==> config.mk <==
export PLATFORM = sky130hd
export DESIGN_NAME = ordered_list_manager_core_flat
export DESIGN_NICKNAME = d
export VERILOG_FILES = /design/src/design/olm_pkg.sv /design/src/design/olm_if.sv /design/src/design/olm_store.sv /design/src/design/ordered_list_manager_core.sv /design/src/flat_wrapper.sv
export SDC_FILE = /design/constraint.sdc
export NUM_CORES = 2
export LEC_CHECK = 0
export ABC_AREA = 1
export BUFFER_PORTS_ARGS = -buffer_cell sky130_fd_sc_hd__buf_4
export CORE_UTILIZATION = 31
export DETAILED_ROUTE_END_ITERATION = 6
export HOLD_SLACK_MARGIN = 0.05
export SLEW_MARGIN = 30
export SYNTH_ARGS = -nofsm -noshare
export SYNTH_HDL_FRONTEND = slang
export SYNTH_SLANG_ARGS = --single-unit
export TNS_END_PERCENT = 10
==> constraint.sdc <==
create_clock -name i_clk -period 8.6 [get_ports i_clk]
set_clock_uncertainty 0.1 [all_clocks]
set_input_delay 1.29 -clock i_clk [delete_from_list [all_inputs] [get_ports i_clk]]
set_output_delay 1.29 -clock i_clk [all_outputs]
set_load 0.02 [all_outputs]
==> src/design/olm_pkg.sv <==
// ----------------------------------------------------------------------------
// olm_pkg
// Shared constants and types for the ordered list manager.
// ----------------------------------------------------------------------------
`default_nettype none
package olm_pkg;
    localparam int CAPACITY = 32;
    localparam int IDX_W    = $clog2(CAPACITY + 1);
    localparam int ADDR_W   = $clog2(CAPACITY);
    localparam int CNT_W    = 7;

    localparam logic [IDX_W-1:0] LINK_NONE = IDX_W'(CAPACITY);

    typedef enum logic [3:0] {
        CMD_INS_HEAD  = 4'd0,
        CMD_INS_TAIL  = 4'd1,
        CMD_INS_POS   = 4'd2,
        CMD_INS_MATCH = 4'd3,
        CMD_RM_HEAD   = 4'd4,
        CMD_RM_TAIL   = 4'd5,
        CMD_RM_POS    = 4'd6,
        CMD_RM_MATCH  = 4'd7,
        CMD_DUMP      = 4'd8
    } t_cmd;

    typedef enum logic [1:0] {
        ST_DONE  = 2'd0,
        ST_NOTF  = 2'd1,
        ST_FULL  = 2'd2,
        ST_EMPTY = 2'd3
    } t_status;

    typedef struct packed {
        logic [3:0]  command;
        logic signed [31:0] value;
        logic [6:0]  position;
        logic signed [31:0] match_value;
    } t_in;

    typedef struct packed {
        logic [1:0]  status;
        logic signed [31:0] element;
        logic [6:0]  length;
        logic        last;
    } t_out;

    // memory port request from the sequencer
    typedef struct packed {
        logic              rd_en;
        logic [ADDR_W-1:0] rd_addr;
        logic              lwr_en;
        logic [ADDR_W-1:0] lwr_addr;
        logic [IDX_W-1:0]  lwr_data;
        logic              vwr_en;
        logic [ADDR_W-1:0] vwr_addr;
        logic [31:0]       vwr_data;
    } t_mem_req;

    typedef struct packed {
        logic [IDX_W-1:0] link;
        logic [31:0]      value;
    } t_mem_rsp;
endpackage
`default_nettype wire

==> src/design/olm_if.sv <==
// ----------------------------------------------------------------------------
// olm_in_if / olm_out_if
// Valid/ready channels carrying command and result items.
// ----------------------------------------------------------------------------
`default_nettype none
interface olm_in_if;
    logic         valid;
    logic         ready;
    olm_pkg::t_in payload;
    modport source (output valid, output payload, input ready);
    modport sink   (input valid, input payload, output ready);
endinterface

interface olm_out_if;
    logic          valid;
    logic          ready;
    olm_pkg::t_out payload;
    modport source (output valid, output payload, input ready);
    modport sink   (input valid, input payload, output ready);
endinterface
`default_nettype wire

==> src/design/olm_store.sv <==
// ----------------------------------------------------------------------------
// olm_store
// Link and value memories; links sweep to a free chain after reset.
// ----------------------------------------------------------------------------
`default_nettype none
module olm_store (
    input  wire logic              i_clk,
    input  wire logic              i_rst_n,
    input  wire olm_pkg::t_mem_req i_req,
    output olm_pkg::t_mem_rsp      o_rsp,
    output logic                   o_init_done
);
    logic [olm_pkg::IDX_W-1:0] r_links  [olm_pkg::CAPACITY];
    logic [31:0]               r_values [olm_pkg::CAPACITY];
    logic [olm_pkg::IDX_W-1:0] r_sweep;
    logic                      r_done;

    always_ff @(posedge i_clk) begin
        if (!i_rst_n) begin
            r_sweep <= '0;
            r_done  <= 1'b0;
        end else if (!r_done) begin
            r_sweep <= r_sweep + 1'b1;
            if (r_sweep == olm_pkg::IDX_W'(olm_pkg::CAPACITY - 1)) r_done <= 1'b1;
        end
    end

    always_ff @(posedge i_clk) begin
        if (!r_done) begin
            r_links[r_sweep[olm_pkg::ADDR_W-1:0]] <= r_sweep + 1'b1;
        end else if (i_req.lwr_en) begin
            r_links[i_req.lwr_addr] <= i_req.lwr_data;
        end
        if (i_req.vwr_en) r_values[i_req.vwr_addr] <= i_req.vwr_data;
        if (i_req.rd_en) begin
            o_rsp.link  <= r_links[i_req.rd_addr];
            o_rsp.value <= r_values[i_req.rd_addr];
        end
    end

    assign o_init_done = r_done;
endmodule
`default_nettype wire

==> src/design/ordered_list_manager_core.sv <==
// ----------------------------------------------------------------------------
// ordered_list_manager_core
// Linked list of signed values in a one-port-read memory with a free chain.
// ----------------------------------------------------------------------------
// Insert and remove first walk the list to the target entry, then update the free chain and links.
// A search that misses answers once the whole list is walked; a dump gives an item per cycle unless stalled.
// Throughput: one command at a time; the next is accepted once its last result item is taken.
// Reset: synchronous; a sweep over every slot chains the free slots, during
// which no command is accepted.
`default_nettype none
module ordered_list_manager_core (
    input  wire logic  i_clk,
    input  wire logic  i_rst_n,
    olm_in_if.sink     i_cmd,
    olm_out_if.source  o_res
);
    localparam int IW = olm_pkg::IDX_W;
    localparam int AW = olm_pkg::ADDR_W;
    localparam int CW = olm_pkg::CNT_W;

    typedef enum logic [5:0] {
        S_IDLE  = 6'b000001,
        S_DEC   = 6'b000010,
        S_WAIT  = 6'b000100,
        S_EVAL  = 6'b001000,
        S_FIN   = 6'b010000,
        S_OUT   = 6'b100000
    } t_state;

    typedef enum logic [1:0] {
        M_POS   = 2'd0,
        M_MATCH = 2'd1,
        M_DUMP  = 2'd2
    } t_mode;

    t_state             r_state, n_state;
    olm_pkg::t_in       r_in, n_in;
    logic [IW-1:0]      r_head, n_head;
    logic [IW-1:0]      r_free, n_free;
    logic [IW-1:0]      r_cur, n_cur;
    logic [IW-1:0]      r_prev, n_prev;
    logic [IW-1:0]      r_nxt, n_nxt;
    logic [CW-1:0]      r_cnt, n_cnt;
    logic [CW-1:0]      r_pos, n_pos;
    logic [CW-1:0]      r_tgt, n_tgt;
    t_mode              r_mode, n_mode;
    logic               r_ins, n_ins;
    olm_pkg::t_out      r_out, n_out;
    logic               r_ovld, n_ovld;
    olm_pkg::t_mem_req  s_req;
    olm_pkg::t_mem_rsp  s_rsp;
    logic               s_init;
    logic [CW-1:0]      s_k;
    logic               s_hit;
    logic               s_adv;
    logic               s_fin;
    olm_pkg::t_status   s_st;

    olm_store u_store (
        .i_clk      (i_clk),
        .i_rst_n    (i_rst_n),
        .i_req      (s_req),
        .o_rsp      (s_rsp),
        .o_init_done(s_init)
    );

    assign i_cmd.ready   = s_init && (r_state == S_IDLE) && !r_ovld;
    assign o_res.valid   = r_ovld;
    assign o_res.payload = r_out;

    always_comb begin
        n_state = r_state;
        n_in    = r_in;
        n_head  = r_head;
        n_free  = r_free;
        n_cur   = r_cur;
        n_prev  = r_prev;
        n_nxt   = r_nxt;
        n_cnt   = r_cnt;
        n_pos   = r_pos;
        n_tgt   = r_tgt;
        n_mode  = r_mode;
        n_ins   = r_ins;
        n_out   = r_out;
        n_ovld  = r_ovld && !o_res.ready;
        s_req   = '0;
        s_k     = '0;
        s_hit   = 1'b0;
        s_adv   = 1'b0;
        s_fin   = 1'b0;
        s_st    = olm_pkg::ST_DONE;
        case (r_state)
            S_IDLE: begin
                if (i_cmd.valid && i_cmd.ready) begin
                    n_in    = i_cmd.payload;
                    n_state = S_DEC;
                end
            end
            S_DEC: begin
                s_req.rd_en   = 1'b1;
                s_req.rd_addr = r_head[AW-1:0];
                n_cur  = r_head;
                n_prev = olm_pkg::LINK_NONE;
                n_pos  = CW'(1);
                case (r_in.command)
                    olm_pkg::CMD_INS_HEAD, olm_pkg::CMD_INS_TAIL,
                    olm_pkg::CMD_INS_POS: begin
                        n_ins  = 1'b1;
                        n_mode = M_POS;
                        if (r_in.command == olm_pkg::CMD_INS_HEAD) s_k = CW'(1);
                        else if (r_in.command == olm_pkg::CMD_INS_TAIL) s_k = r_cnt + CW'(1);
                        else s_k = r_in.position;
                        n_tgt = s_k;
                        if (r_cnt >= CW'(olm_pkg::CAPACITY)) begin
                            s_fin = 1'b1;
                            s_st  = olm_pkg::ST_FULL;
                        end else if (s_k == '0 || s_k > r_cnt + CW'(1)) begin
                            s_fin = 1'b1;
                            s_st  = olm_pkg::ST_NOTF;
                        end else if (s_k == CW'(1)) begin
                            n_state = S_WAIT;
                        end else begin
                            n_state = S_EVAL;
                        end
                    end
                    olm_pkg::CMD_INS_MATCH: begin
                        n_ins  = 1'b1;
                        n_mode = M_MATCH;
                        if (r_cnt >= CW'(olm_pkg::CAPACITY)) begin
                            s_fin = 1'b1;
                            s_st  = olm_pkg::ST_FULL;
                        end else if (r_cnt == '0) begin
                            s_fin = 1'b1;
                            s_st  = olm_pkg::ST_NOTF;
                        end else begin
                            n_state = S_EVAL;
                        end
                    end
                    olm_pkg::CMD_RM_HEAD, olm_pkg::CMD_RM_TAIL,
                    olm_pkg::CMD_RM_POS: begin
                        n_ins  = 1'b0;
                        n_mode = M_POS;
                        if (r_in.command == olm_pkg::CMD_RM_HEAD) s_k = CW'(1);
                        else if (r_in.command == olm_pkg::CMD_RM_TAIL) s_k = r_cnt;
                        else s_k = r_in.position;
                        n_tgt = s_k;
                        if (r_cnt == '0) begin
                            s_fin = 1'b1;
                            s_st  = olm_pkg::ST_EMPTY;
                        end else if (s_k == '0 || s_k > r_cnt) begin
                            s_fin = 1'b1;
                            s_st  = olm_pkg::ST_NOTF;
                        end else begin
                            n_state = S_EVAL;
                        end
                    end
                    olm_pkg::CMD_RM_MATCH: begin
                        n_ins  = 1'b0;
                        n_mode = M_MATCH;
                        if (r_cnt == '0) begin
                            s_fin = 1'b1;
                            s_st  = olm_pkg::ST_EMPTY;
                        end else begin
                            n_state = S_EVAL;
                        end
                    end
                    olm_pkg::CMD_DUMP: begin
                        n_ins  = 1'b0;
                        n_mode = M_DUMP;
                        if (r_cnt == '0) begin
                            s_fin = 1'b1;
                            s_st  = olm_pkg::ST_EMPTY;
                        end else begin
                            n_state = S_EVAL;
                        end
                    end
                    default: begin
                        s_fin = 1'b1;
                        s_st  = olm_pkg::ST_NOTF;
                    end
                endcase
            end
            S_EVAL: begin
                case (r_mode)
                    M_DUMP: begin
                        if (!r_ovld || o_res.ready) begin
                            n_out  = '{olm_pkg::ST_DONE, s_rsp.value, r_cnt, r_pos == r_cnt};
                            n_ovld = 1'b1;
                            if (r_pos == r_cnt) n_state = S_IDLE;
                            else s_adv = 1'b1;
                        end
                    end
                    M_MATCH: begin
                        if (s_rsp.value == r_in.match_value) begin
                            s_hit = 1'b1;
                        end else if (r_pos == r_cnt) begin
                            s_fin = 1'b1;
                            s_st  = olm_pkg::ST_NOTF;
                        end else begin
                            s_adv = 1'b1;
                        end
                    end
                    default: begin
                        if (r_pos == r_tgt) s_hit = 1'b1;
                        else s_adv = 1'b1;
                    end
                endcase
                if (s_hit) begin
                    n_nxt   = s_rsp.link;
                    n_state = r_ins ? S_WAIT : S_FIN;
                end
                if (s_adv) begin
                    s_req.rd_en   = 1'b1;
                    s_req.rd_addr = s_rsp.link[AW-1:0];
                    n_prev = r_cur;
                    n_cur  = s_rsp.link;
                    n_pos  = r_pos + CW'(1);
                end
            end
            S_WAIT: begin
                s_req.rd_en   = 1'b1;
                s_req.rd_addr = r_free[AW-1:0];
                n_state = S_FIN;
            end
            S_FIN: begin
                s_req.lwr_en = 1'b1;
                if (r_ins) begin
                    s_req.vwr_en   = 1'b1;
                    s_req.vwr_addr = r_free[AW-1:0];
                    s_req.vwr_data = r_in.value;
                    s_req.lwr_addr = r_free[AW-1:0];
                    s_req.lwr_data = r_cur;
                    n_free = s_rsp.link;
                    n_nxt  = r_free;
                    if (r_prev == olm_pkg::LINK_NONE) n_head = r_free;
                    n_cnt  = r_cnt + CW'(1);
                end else begin
                    s_req.lwr_addr = r_cur[AW-1:0];
                    s_req.lwr_data = r_free;
                    n_free = r_cur;
                    if (r_prev == olm_pkg::LINK_NONE) n_head = r_nxt;
                    n_cnt  = r_cnt - CW'(1);
                end
                n_state = S_OUT;
            end
            S_OUT: begin
                if (r_prev != olm_pkg::LINK_NONE) begin
                    s_req.lwr_en   = 1'b1;
                    s_req.lwr_addr = r_prev[AW-1:0];
                    s_req.lwr_data = r_nxt;
                end
                s_fin = 1'b1;
                s_st  = olm_pkg::ST_DONE;
            end
            default: n_state = S_IDLE;
        endcase
        if (s_fin) begin
            n_out   = '{s_st, 32'sd0, r_cnt, 1'b1};
            n_ovld  = 1'b1;
            n_state = S_IDLE;
        end
    end

    always_ff @(posedge i_clk) begin
        if (!i_rst_n) begin
            r_state <= S_IDLE;
            r_in    <= '0;
            r_head  <= olm_pkg::LINK_NONE;
            r_free  <= '0;
            r_cur   <= olm_pkg::LINK_NONE;
            r_prev  <= olm_pkg::LINK_NONE;
            r_nxt   <= olm_pkg::LINK_NONE;
            r_cnt   <= '0;
            r_pos   <= '0;
            r_tgt   <= '0;
            r_mode  <= M_POS;
            r_ins   <= 1'b0;
            r_out   <= '0;
            r_ovld  <= 1'b0;
        end else begin
            r_state <= n_state;
            r_in    <= n_in;
            r_head  <= n_head;
            r_free  <= n_free;
            r_cur   <= n_cur;
            r_prev  <= n_prev;
            r_nxt   <= n_nxt;
            r_cnt   <= n_cnt;
            r_pos   <= n_pos;
            r_tgt   <= n_tgt;
            r_mode  <= n_mode;
            r_ins   <= n_ins;
            r_out   <= n_out;
            r_ovld  <= n_ovld;
        end
    end

    a_no_accept_busy: assert property (@(posedge i_clk) disable iff (!i_rst_n)
        (r_state != S_IDLE) |-> !i_cmd.ready) else $error("accept while busy");
    a_cnt_range: assert property (@(posedge i_clk) disable iff (!i_rst_n)
        r_cnt <= CW'(olm_pkg::CAPACITY)) else $error("count over capacity");
    a_res_hold: assert property (@(posedge i_clk) disable iff (!i_rst_n)
        (r_ovld && !o_res.ready) |=> (r_ovld && $stable(r_out)))
        else $error("result changed under stall");
    a_fin_count: assert property (@(posedge i_clk) disable iff (!i_rst_n)
        (r_state == S_FIN) |=> (r_cnt != $past(r_cnt))) else $error("count not updated");
endmodule
`default_nettype wire
==> src/flat_wrapper.sv <==
// flat-port wrapper written by rule: the top's interface ports become plain ports
module ordered_list_manager_core_flat 
  (i_clk, i_rst_n, i_cmd_valid, i_cmd_payload, i_cmd_ready, o_res_valid, o_res_payload, o_res_ready);
  olm_in_if i_cmd_i ();
  olm_out_if o_res_i ();
  input  wire logic i_clk;
  input  wire logic i_rst_n;
  input wire logic [$bits(i_cmd_i.valid)-1:0] i_cmd_valid;
  input wire logic [$bits(i_cmd_i.payload)-1:0] i_cmd_payload;
  output wire logic [$bits(i_cmd_i.ready)-1:0] i_cmd_ready;
  output wire logic [$bits(o_res_i.valid)-1:0] o_res_valid;
  output wire logic [$bits(o_res_i.payload)-1:0] o_res_payload;
  input wire logic [$bits(o_res_i.ready)-1:0] o_res_ready;
  assign i_cmd_i.valid = i_cmd_valid;
  assign i_cmd_i.payload = i_cmd_payload;
  assign i_cmd_ready = i_cmd_i.ready;
  assign o_res_valid = o_res_i.valid;
  assign o_res_payload = o_res_i.payload;
  assign o_res_i.ready = o_res_ready;
  ordered_list_manager_core u_core (.i_clk(i_clk), .i_rst_n(i_rst_n), .i_cmd(i_cmd_i), .o_res(o_res_i));
endmodule
==> results.cfg <==
[logic_synthesis]
synth-main-ff-cell = edfxtp_1
ys_async_sr_fraction = 0
synthDistinctLibCells = 43
synth_warnings = 0
synth_area_um2 = 63800
synth_nets = 6440
ys_ff_latch = 1439
ys_seq_area_frac = 0.648
syn_area_per_cell_um2 = 10.1
syn_inst = 6341
synth_edf_count = 1254

[timing]
finalCritPeriodShare = 0.655
fmax_ghz = 0.177
slew_headroom = 0.314
hold_viol_final = 0
fin_tns_setup_ps = 0
min_period_ps = 5640
timing.hold.ws_ps = 352
setup_viol = 0
tightest_slew_ps = 1030
drv_slew = 0
rsz0062_at_grt = no

[critical_path]
worstReg2RegStart = u_core.u_store.o_rsp[17]
worstSetupStartpoint = u_core.u_store.o_rsp[17]
r2r_slack_ps = 2960
critPathKind = reg2reg
path_cells = xnor2_1 -> nand2_1 -> nor2_1 -> nand2_1 -> nor2_1 -> nand2_1 -> nand3_1 -> nand3_1 -> nand3_4 -> buf_12 -> nand2_8 -> buf_12 -> nand2_1 -> nand3_1 -> nand3_1 -> nand3_1 -> nand2_1 -> nand2_1 -> nand2_1
startpoint_type = flip-flop
crit_arrival_ps = 6030
worst_path_max_delay_cell = nand2_8
critPathCapture = u_core.u_store.o_rsp[8]
r2r_end = u_core.u_store.o_rsp[8]
worstPathRequired_ps = 8990
end_kind = flip-flop
worst_path_most_repeated_cell = nand2_1
cp_max_fo = 175
critPathMaxStageDelay_ps = 680
worst_r2r_path_depth = 19

[drt]
route.detailed.drc = 4
drt_iter0_drc = 5583
dr.pass1.iters = 7
wl_per_cell_um = 21.1
vias = 46400
drtAntennaViolNets = 0
viasPerCell = 5.08
routed_wl_um = 193000

[clock_tree]
post_cts_resized = 0
cts_hold_buffers = 0
htree_levels = 4
clock_latency_ps = 790
cts_tree = done
post_cts_buffers = 0
cts-root-buf = clkbuf_16
numCtsBuffers = 151
clk_pin_slew_ps = 60
clockBufferDepth = 3
clock-sinks = 1439

[cells_and_area]
final_util = 0.355
syn2layout_area_growth_pct = 13.9
fill_cells = 20000
final_area_um2 = 72700
fin_nets = 6440
layout_commonest_cell = nand2_1
final_cell_mix = 1356 x nand2_1, 1344 x nand3_1, 1254 x edfxtp_1, 883 x inv_1, 267 x nand3b_1
drive_gt1_frac = 0.0830

[placed_design]
finalWeightedCongestion = 0.896
dpl_cell_area_um2 = 67800
io_buffers = 122
hpwl_um = 106000

[power_and_ir_drop]
pwr_density_cell_nw_per_um2 = 193
p_leak_nw = 28.4
power_frac_comb = 0.009
swShare = 0.206
power.switching_mw = 2.89
p_seq_frac = 0.535
total_power_mw = 14.1
p_int_mw = 11.2
peakVddDrop_mv = 0.124
clkPwrFrac = 0.456

[die]
num_rows = 166
design.core.area_um2 = 205000
die_area_um2 = 208000
ios = 123
die_height_um = 456
fp.dieW_um = 456
start_util = 0.312

[grt]
grt_usage = 0.180
grt_start_max_net_pins = 176
grt_pass1_wl_um = 284000
gr-total-overflow = 0
antenna_found_initial = 8
grt_pass1_vias = 43500

[outcome]
violations = DRC
status = complete, but fails checks

[worst_hold_path]
hp-class = reg2reg

[job]
cap_violations = 0
[how the worst min path moves through the flow]
stage | from | endpoint | slack [ps] | depth (start not counted)
2_1_floorplan | u_core.r_in[39] | u_core.r_in[39] | 330 | 2
3_3_place_gp | u_core.r_in[43] | u_core.r_in[43] | 340 | 2
3_5_place_dp | u_core.r_in[56] | u_core.r_in[56] | 350 | 2
4_1_cts | u_core.r_in[56] | u_core.r_in[56] | 360 | 2
5_1_grt | u_core.o_res.payload[22] | u_core.o_res.payload[22] | 380 | 2
6_report | u_core.r_in[59] | u_core.r_in[59] | 350 | 2
[metrics by stage]
stage,cells,setup slack (ps)
floorplan,6341,4210
global placement,8867,3000
detailed placement,8873,3030
CTS,9146,3120
global route,9150,2700
finish,9152,2960
[sequential cells by signal (all words and copies together), names as in the netlist]
register and cells:
u_core.r_mode 2, u_core.u_store.r_values 1024, u_core.u_store.o_rsp 38, u_core.u_store.r_sweep 6, u_core.r_in 75, u_core.u_store.r_links 192
u_core.o_res.payload 42, u_core.r_head 6, u_core.o_res.valid 1, u_core.u_store.o_init_done 1, u_core.r_nxt 6, u_core.r_cnt 7
u_core.r_ins 1, u_core.r_cur 6, u_core.r_pos 7, u_core.r_state 6, u_core.r_tgt 7, u_core.r_prev 6
u_core.r_free 6
[power groups by stage]
stage | combinational [mW] | clock, mW | sequential (mW)
6_report | 0.122 | 6.41 | 7.52
5_1_grt | 0.133 | 6.75 | 7.51
4_1_cts | 0.121 | 6.49 | 7.52
3_5_place_dp | 0.121 | 0 | 7.66
3_3_place_gp | 0.119 | 0 | 7.66
2_1_floorplan | 0.0552 | 0 | 7.66
[Yosys cell counts (7+ instances only)]
cell type / n / share of area
nand3b_1: 267 / 0.031
a31oi_1: 20 / 0.0020
nand4_1: 11 / 0.0011
nand3_1: 1344 / 0.11
buf_1: 53 / 0.0031
buf_2: 178 / 0.014
dfxtp_1: 185 / 0.058
a21oi_1: 151 / 0.012
inv_1: 886 / 0.052
nand2_1: 1360 / 0.080
a211oi_1: 7 / 0.00082
xnor2_1: 27 / 0.0037
ha_1: 20 / 0.0039
nor2_1: 201 / 0.012
o21ai_0: 118 / 0.0093
nor3_1: 12 / 0.00094
xor2_1: 20 / 0.0027
edfxtp_1: 1254 / 0.59
buf_4: 8 / 0.00094
clkbuf_1: 144 / 0.0085
o211ai_1: 8 / 0.00094
nor2_2: 7 / 0.00069
inv_2: 15 / 0.00088
o21ai_1: 7 / 0.00055
[kinds of logic after synthesis]
kind of cell               Yosys count  synth area share
and+or+nand+nor                   3217             0.234
adders and majority gates           20           0.00392
AOI/OAI and AO/OA                  330            0.0277
DFF                               1439             0.648
xor gates and xnor gates            47           0.00645
buffers and inverters             1288            0.0798
[layout make-up]
class                   count  area, um2  area share
flip-flops and latches   1439      41400       0.569
multi-input cells        3614      17800       0.245
clock buffers             195       4030      0.0555
inverters                 905       3420      0.0471
well taps                2688       3360      0.0463
repair buffers            230       1970      0.0271
clock inverters            78        743      0.0102
diodes                      3       7.51    0.000103
[worst max-delay path, delay by kind of cell (launching register included)]
family	cells	cell delay, ps
xor gates and xnor gates	1	430
and+or+nand+nor	16	2860
buffers and inverters	2	1110
DFF	1	560
[per-layer routing]
layer | global-route usage | part of all wire | up-vias
met3 | 0.0313 | 0.088 | 350
li1 | - | - | 21300
met1 | 0.251 | 0.43 | 22600
met5 | 0 | 0.000067 | -
met4 | 0.0732 | 0.035 | 2
met2 | 0.276 | 0.45 | 2146
Power figures use the tool's default switching activity.
